**config.mk**
```make
export PLATFORM = sky130hd
export DESIGN_NAME = bbcm_ram
export DESIGN_NICKNAME = d
export VERILOG_FILES = /design/src/hw/rtl/bbcm_ram.sv
export SDC_FILE = /design/constraint.sdc
export NUM_CORES = 1
export LEC_CHECK = 0
export BUFFER_PORTS_ARGS = -buffer_cell sky130_fd_sc_hd__buf_2
export CORE_MARGIN = 2
export CORE_UTILIZATION = 30
export CTS_CLUSTER_DIAMETER = 50
export DETAILED_ROUTE_END_ITERATION = 6
export GPL_TIMING_DRIVEN = 0
export PLACE_DENSITY_LB_ADDON = 0.08
export SLEW_MARGIN = 30
export SYNTH_ARGS = -nofsm -noshare
export SYNTH_HDL_FRONTEND = slang
export SYNTH_SLANG_ARGS = --single-unit
```
**constraint.sdc**
```tcl
create_clock -name i_clk -period 2.8 [get_ports i_clk]
set_input_delay 0 -clock i_clk [delete_from_list [all_inputs] [get_ports i_clk]]
set_output_delay 0 -clock i_clk [all_outputs]
set_load 0.05 [all_outputs]
```
**src/hw/rtl/bbcm_ram.sv**
```systemverilog
// Generic single-port RAM with registered read.
module bbcm_ram #(
    parameter int WIDTH = 8,
    parameter int DEPTH = 64
) (
    input  logic                     i_clk,
    input  logic                     i_we,
    input  logic [$clog2(DEPTH)-1:0] i_addr,
    input  logic [WIDTH-1:0]         i_wdata,
    output logic [WIDTH-1:0]         o_rdata
);
    logic [WIDTH-1:0] r_mem [DEPTH];

    always_ff @(posedge i_clk) begin
        if (i_we) begin
            r_mem[i_addr] <= i_wdata;
        end
        o_rdata <= r_mem[i_addr];
    end
endmodule

```
After elaboration in Yosys (flattened, before gate mapping)
Memories as Yosys holds them, arrays and structs flattened. A register that Yosys moved wholly into a read port is not among the register bits.
Cells that the tools add are included.
{ "word_totals": {"reg_bits": 0, "ram_bits": 512, "inputBits": 16, "output_inout_bits": 8, "elab_cells": 3, "memories": 1} }
{ "op_classes": {"mux": 2} }
{ "mem_list": {"columns": ["memory", "depth", "width", "rd", "rd_ports_with_merged_regs", "write_ports", "line_no", "text"], "rows": [
  ["r_mem", 64, 8, 1, 1, 1, "12", "logic [WIDTH-1:0] r_mem [DEPTH];"]
]} }
{ "op_table": {"columns": ["cell", "n"], "rows": [
  ["$mux W1", 2]
]} }

Longest topological paths before layout
Gate-level depths: netlist (run 1).
{ "depth": {"depth_word": 2, "mapped_depth": 10} }

Worst setup path after synthesis (run 1)
Ideal clock, no wire load.
{ "synth_path": {"path_kind": "input to register", "startpoint": "input i_addr[1]", "endpoint": "memory r_mem[13][0] (enable)", "arrival_ps": 1728, "required_ps": 2430, "setup_slack_ps": 701, "stages": 7, "path_cell_list": "buf_6 buf_6 nor2b_1 clkbuf_1 clkbuf_1 nand3_1 nor2_1"} }
{ "synth_lines": {"columns": ["element", "line_no", "text"], "rows": [
  ["from (decl)", "8", "input logic [$clog2(DEPTH)-1:0] i_addr,"],
  ["to (decl)", "12", null]
]} }
No word-level cell before the write port.

Worst setup path in the final report (run 1)
{ "layout_path": {"startpoint": "input i_addr[2]", "endpoint": "memory r_mem[3][3] (enable)"} }
No word-level cell before the write port.

==> impl_metrics.env, run 1 <==
export IMPL_fin_crit_ns=2.77
export IMPL_die_h_um=265
export IMPL_yosys_area_top_type_share_pct=75.2
export IMPL_die_w_um=265
export IMPL_cts_root_buf="clkbuf_16"
export IMPL_hp_class="in2reg"
export IMPL_drtPass1Iterations=6
export IMPL_grt_use_total_pct=20.3
export IMPL_rsz0062_at_grt="yes"
export IMPL_ys_seq_area_share_pct=76.0
export IMPL_rows=95
export IMPL_core_um2=67300
export IMPL_hold_depth=1
export IMPL_cts_sinks=520
export IMPL_ys_warnings_count=0
export IMPL_cpMostUsedCell="buf_2"
export IMPL_cts_htree_levels=3
export IMPL_grt_pass1_vias=11766
export IMPL_cp_start_kind="input port"
export IMPL_power_leakage_nw=7.71
export IMPL_dieArea_um2=70300
export IMPL_drtIter0Drc=1156
export IMPL_timing_hold_ws_ns=-0.00542
export IMPL_mappedNetlistArea_um2=20400
export IMPL_critPathKind="in2reg"
export IMPL_pre_cts_ws_ns=-1.68
export IMPL_area_growth_pct=20.1
export IMPL_skew_ns=0.0165
export IMPL_antenna_found_initial=1
export IMPL_ys_seq_elements=520
export IMPL_ant_nets=0
export IMPL_numCtsBuffers=68
export IMPL_fin_tns_setup_ns=0
export IMPL_synth_top_family_by_area="multiplexers"
export IMPL_synth_ff_type="edfxtp_1"
export IMPL_antenna_cells=0
export IMPL_clkTransAtPathRegs_ns=0.06
export IMPL_wl_per_cell_um=32.3
export IMPL_netlist_top_cells_area="edfxtp_1, mux4_2, mux2i_1, nor2_1, a22oi_1"
export IMPL_drive_above_1_share_pct=22.9
export IMPL_syn_num_nets=1187
export IMPL_avgSynthCellArea_um2=17.5
export IMPL_final_max_slew_viol_count=0
export IMPL_violations="hold timing"
export IMPL_finalPower_mw=18.6
export IMPL_drc_errors=0
export IMPL_fmax_mhz=361
export IMPL_worstPathArrival_ns=3.04
export IMPL_pin_count=24
export IMPL_drt_wl_total_mm=70.9
export IMPL_synth_simple_area_share_pct=5.71
export IMPL_post_cts_repair_setup_buffers=0
export IMPL_synthMuxAreaShare_pct=8.26
export IMPL_hold_viol_final=2
export IMPL_synth_compound_area_share_pct=8.08
export IMPL_cp_cell_sequence="buf_2 -> buf_2 -> buf_2 -> buf_2 -> buf_2 -> nor2b_1 -> nand2_2 -> nor2_2"
export IMPL_ir_drop_uv=433
export IMPL_vias_per_cell=5.36
export IMPL_fin_util_pct=36.5
export IMPL_cts_buffer_depth=3
export IMPL_maxSlewHeadroom_pct=35.0
export IMPL_critPathCaptureType="flop"
export IMPL_tightest_slew_ns=0.975
export IMPL_grt_pass1_wl_mm=97.5
export IMPL_cts_tree="done"
export IMPL_gp_congestion=0.847
export IMPL_worstPathRequired_ns=3.07
export IMPL_grt_max_degree=65
export IMPL_worstSkewPairLatency_ns=0.61
export IMPL_syn_inst=1171
export IMPL_num_nets_final=1287
export IMPL_finalCritPeriodShare_pct=99.0
export IMPL_rr_worst_depth=5
export IMPL_initial_core_util_pct=30.4
export IMPL_synthAdderAreaFrac_pct=0
export IMPL_hpwl_mm=46.5
export IMPL_maxCapViolCount=0
export IMPL_p_per_area_nw_per_um2=758
export IMPL_synth_xor_area_share_pct=0
export IMPL_synth_edf_count=512
export IMPL_fin_ws_ns=0.0284
export IMPL_async_reset_ff_share_pct=0
export IMPL_overflow=0
export IMPL_port_buffers=22
export IMPL_synth_top_area_cell="edfxtp_1"
export IMPL_status="finished with violations"
export IMPL_setup_viol=0
export IMPL_synth_distinct_cells=56
export IMPL_slowest_stage="nand2_2"
export IMPL_cpPeakStageDelay_ns=0.57
export IMPL_route_vias_total=11755
export IMPL_cp_max_fo=10
cells in the final DEF, fill, tap and decap left out, types with 25 or more instances in the layout:
| master | netlist | layout |
|---|---|---|
| edfxtp_1 | 512 | 512 |
| clkbuf_16 | 0 | 73 |
| mux2i_1 | 63 | 63 |
| nor2_4 | 0 | 48 |
| buf_2 | 30 | 44 |
| nand2_1 | 45 | 41 |
| mux4_2 | 41 | 41 |
| clkbuf_1 | 36 | 40 |
| a22oi_1 | 40 | 40 |
| a21oi_1 | 28 | 25 |
cell usage after synthesis, drive strengths merged, types with 11 or more instances:
library cell / number
o22a: 11
a31oi: 15
clkbuf: 36
mux4: 41
o22ai: 22
mux2i: 63
nand2b: 24
edfxtp: 512
buf: 45
a221oi: 21
a22oi: 40
o21ai: 11
nand3b: 12
nor2: 82
mux2: 12
nand2: 45
a21oi: 28
a221o: 11
path summary, 6_finish.rpt:
path                     from           end  slack (ns)
hold / removal     i_wdata[1]  r_mem[55][1]      -0.005
setup reg to reg  r_mem[6][7]    o_rdata[7]        0.36
setup / recovery    i_addr[2]   r_mem[3][3]        0.03
hold reg to reg   r_mem[3][4]    o_rdata[4]        0.63
routing by layer:
layer | vias to the layer above | part of all wire (%) | global-route usage, %
met3 | 96 | 5.4 | 3.68
li1 | 4994 | - | -
met1 | 6263 | 47 | 29.4
met2 | 402 | 46 | 31.5
met5 | - | 0 | 0
met4 | 0 | 2.1 | 5.18
flip-flops by register name (all words and copies together), names as in the netlist:
name	cells
r_mem	512
o_rdata	8
worst max-delay path, delay by kind of cell:
kind / cells / cell delay [ns]
buf+inv: 5 / 1.98
simple gates: 3 / 1.02
through the flow:
step	instance area [µm²]	instances	hold WS, ns
after global routing	24600	2194	0.00445
final	24600	2194	-0.00542
after floorplan	20400	1171	0.0989
after CTS	24500	2194	0.00822
after global placement	21700	2066	0.470
after detailed placement	21800	2070	0.468
final cells by class:
cell class / count / area (µm²)
plain buffers: 81 / 405
clock buffers: 86 / 1920
clock inverters: 34 / 353
fillers: 6359 / 42700
inverters: 3 / 11.3
multi-input cells: 567 / 5000
flip-flops and latches: 520 / 15500
well taps: 873 / 1090
repair buffers: 30 / 241
logic make-up after synthesis:
family                 after synthesis
muxes                              116
buffers and inverters               84
AOI/OAI and AO/OA                  222
DFF                                520
and+or+nand+nor                    229
power by group:
part,switching [mW],internal (mW)
Sequential,0.0153,8.62
Clock,3.36,5.47
Combinational,0.856,0.302
Total,4.23,14.4
repair_timing:
action / CTS / global route
hold buffers: 4 / 0
pin swaps: 0 / 0
endpoints found under the hold margin: 86 / 0
resized for setup: 103 / 24
setup endpoints to repair: 491 / 260
No activity file was read; power rests on OpenSTA's default activity.
==> run 2, diff against run 1 <==
--- a/config.mk
+++ b/config.mk
@@ -7,7 +7,7 @@
 export LEC_CHECK = 0
 export BUFFER_PORTS_ARGS = -buffer_cell sky130_fd_sc_hd__buf_2
 export CORE_MARGIN = 2
-export CORE_UTILIZATION = 30
+export CORE_UTILIZATION = 35
 export CTS_CLUSTER_DIAMETER = 50
 export DETAILED_ROUTE_END_ITERATION = 6
 export GPL_TIMING_DRIVEN = 0
==> impl_metrics.env, run 2 (same netlist as run 1, synthesis figures left out) <==
export IMPL_mostFrequentLayoutCell="edfxtp_1"
export IMPL_violations="DRC, setup timing"
export IMPL_power_switching_mw=4.12
export IMPL_final_max_slew_viol_count=0
export IMPL_wl_per_cell_um=32.1
export IMPL_initial_core_util_pct=35.4
export IMPL_dieArea_um2=60400
export IMPL_final_area_um2=24200
export IMPL_hp_class="in2reg"
export IMPL_cts_htree_levels=3
export IMPL_antenna_found_initial=5
export IMPL_drtIter0Drc=1251
export IMPL_finalCritPeriodShare_pct=110
export IMPL_cpMostUsedCell="buf_2"
export IMPL_status="finished with violations"
export IMPL_regArea_um2=15500
export IMPL_cp_max_fo=10
export IMPL_grt_use_total_pct=22.4
export IMPL_rrSetupSlack_ns=0.29
export IMPL_gp_congestion=0.854
export IMPL_tightest_slew_ns=1.06
export IMPL_cts_root_buf="clkbuf_16"
export IMPL_setup_viol=285
export IMPL_numCtsBuffers=66
export IMPL_cts_sinks=520
export IMPL_fmax_mhz=324
export IMPL_worstSkewPairLatency_ns=0.60
export IMPL_crit_start="i_addr[2]"
export IMPL_cp_cell_sequence="buf_2 -> buf_2 -> buf_2 -> buf_2 -> buf_2 -> nor2b_1 -> nand2_1 -> nor2_1"
export IMPL_cpPeakStageDelay_ns=0.99
export IMPL_maxSlewHeadroom_pct=29.4
export IMPL_area_growth_pct=18.3
export IMPL_clkPwrFrac_pct=46.5
export IMPL_cts_tree="done"
export IMPL_cts_buffer_depth=3
export IMPL_grt_pass1_wl_mm=92.1
export IMPL_power_leakage_nw=7.64
export IMPL_drive_above_1_share_pct=21.4
export IMPL_largest_register_ffs=512
export IMPL_hold_viol_final=0
export IMPL_combPwrFrac_pct=6.1
export IMPL_worstPathRequired_ns=3.01
export IMPL_grt_max_degree=65
export IMPL_p_per_area_nw_per_um2=754
export IMPL_drt_wl_total_mm=66.7
export IMPL_fin_util_pct=41.9
export IMPL_critPathCaptureType="flop"
export IMPL_fill_cells=5232
export IMPL_rsz0062_at_grt="yes"
export IMPL_p_sw_share_pct=22.6
export IMPL_hpwl_mm=44.0
export IMPL_cp_start_kind="input port"
export IMPL_pin_count=24
export IMPL_die_h_um=246
export IMPL_critPathKind="in2reg"
export IMPL_rows=88
export IMPL_drc_errors=1
export IMPL_port_buffers=22
export IMPL_multi_input_area_um2=4880
export IMPL_skew_ns=0.0192
export IMPL_seqPwrFrac_pct=47.4
export IMPL_antenna_cells=0
export IMPL_ant_nets=0
export IMPL_final_cell_mix="edfxtp_1, clkbuf_16, mux2i_1"
export IMPL_endpoint="r_mem[11][7]"
export IMPL_r2r_start="r_mem[6][7]"
export IMPL_die_w_um=246
export IMPL_core_um2=57700
export IMPL_r2r_end="o_rdata[7]"
export IMPL_fin_tns_setup_ns=-20.97
export IMPL_p_int_mw=14.1
export IMPL_overflow=0
export IMPL_rr_worst_depth=5
export IMPL_fin_crit_ns=3.09
export IMPL_worstPathArrival_ns=3.29
export IMPL_drtPass1Iterations=7
export IMPL_maxCapViolCount=0
export IMPL_slowest_stage="nor2_1"
export IMPL_vias_per_cell=5.65
export IMPL_fin_ws_ns=-0.287
export IMPL_top_regs="r_mem: 512 flops, o_rdata: 8 flops"
export IMPL_num_nets_final=1283
export IMPL_grt_pass1_vias=11499
export IMPL_route_vias_total=11743
export IMPL_clkTransAtPathRegs_ns=0.06
export IMPL_ir_drop_uv=728
export IMPL_largest_register="r_mem"
export IMPL_placed_area_um2=21600
## run 2: worst max-delay path, delay by kind of cell
family	cells	cell delay, ns
AND/OR/NAND/NOR	3	1.89
buffers and inverters	5	1.37
## run 2: per-layer routing
metal	global-route usage (%)	vias to the layer above	wire [µm]
met2	34.0	515	30100
li1	-	4985	-
met3	5.73	122	5440
met1	30.7	6121	28500
met5	0	-	0
met4	9.11	0	2570
## run 2: metrics by stage
stage                     hold slack (ns)  instances  power, mW  setup WS [ns]
after floorplan                    0.0989       1171       9.33          0.701
after global placement              0.472       1958       9.87          -1.59
after detailed placement            0.470       1961       9.88          -1.51
after CTS                         0.00559       2079       18.4         -0.370
after global routing               0.0185       2079       18.7         -0.287
final                             0.00861       2079       18.2         -0.287
## run 2: cell type report
class / instances / share of cell area [%]
tap: 765 / 3.96
multi-input combinational: 567 / 20.2
timing repair buffer: 29 / 0.952
inverter: 3 / 0.0466
clock buffer: 90 / 7.81
buffer: 80 / 1.63
sequential: 520 / 64.2
clock inverter: 25 / 1.19
## run 2: power by group through the flow
stage	clock network (mW)	registers, mW	logic (mW)
floorplan	0	8.86	0.468
global placement	0	8.80	1.07
detailed placement	0	8.80	1.08
CTS	8.63	8.64	1.10
global route	8.90	8.64	1.16
finish	8.49	8.64	1.12
## run 2: timing repair
item	in CTS	in global routing
gates resized for setup	66	32
endpoints found under the setup margin	393	337
hold endpoints to repair	112	0
hold buffers	4	0
buffers inserted	0	0
## run 2: worst min path at each step
| stage | start | endpoint | cells past startpoint |
|---|---|---|---|
| floorplan | i_wdata[0] | r_mem[0][0] | 0 |
| global placement | o_rdata[3] | o_rdata[3] | 1 |
| detailed placement | o_rdata[2] | o_rdata[2] | 1 |
| CTS | i_wdata[7] | r_mem[40][7] | 1 |
| global route | i_wdata[5] | r_mem[53][5] | 1 |
| finish | i_wdata[5] | r_mem[53][5] | 1 |
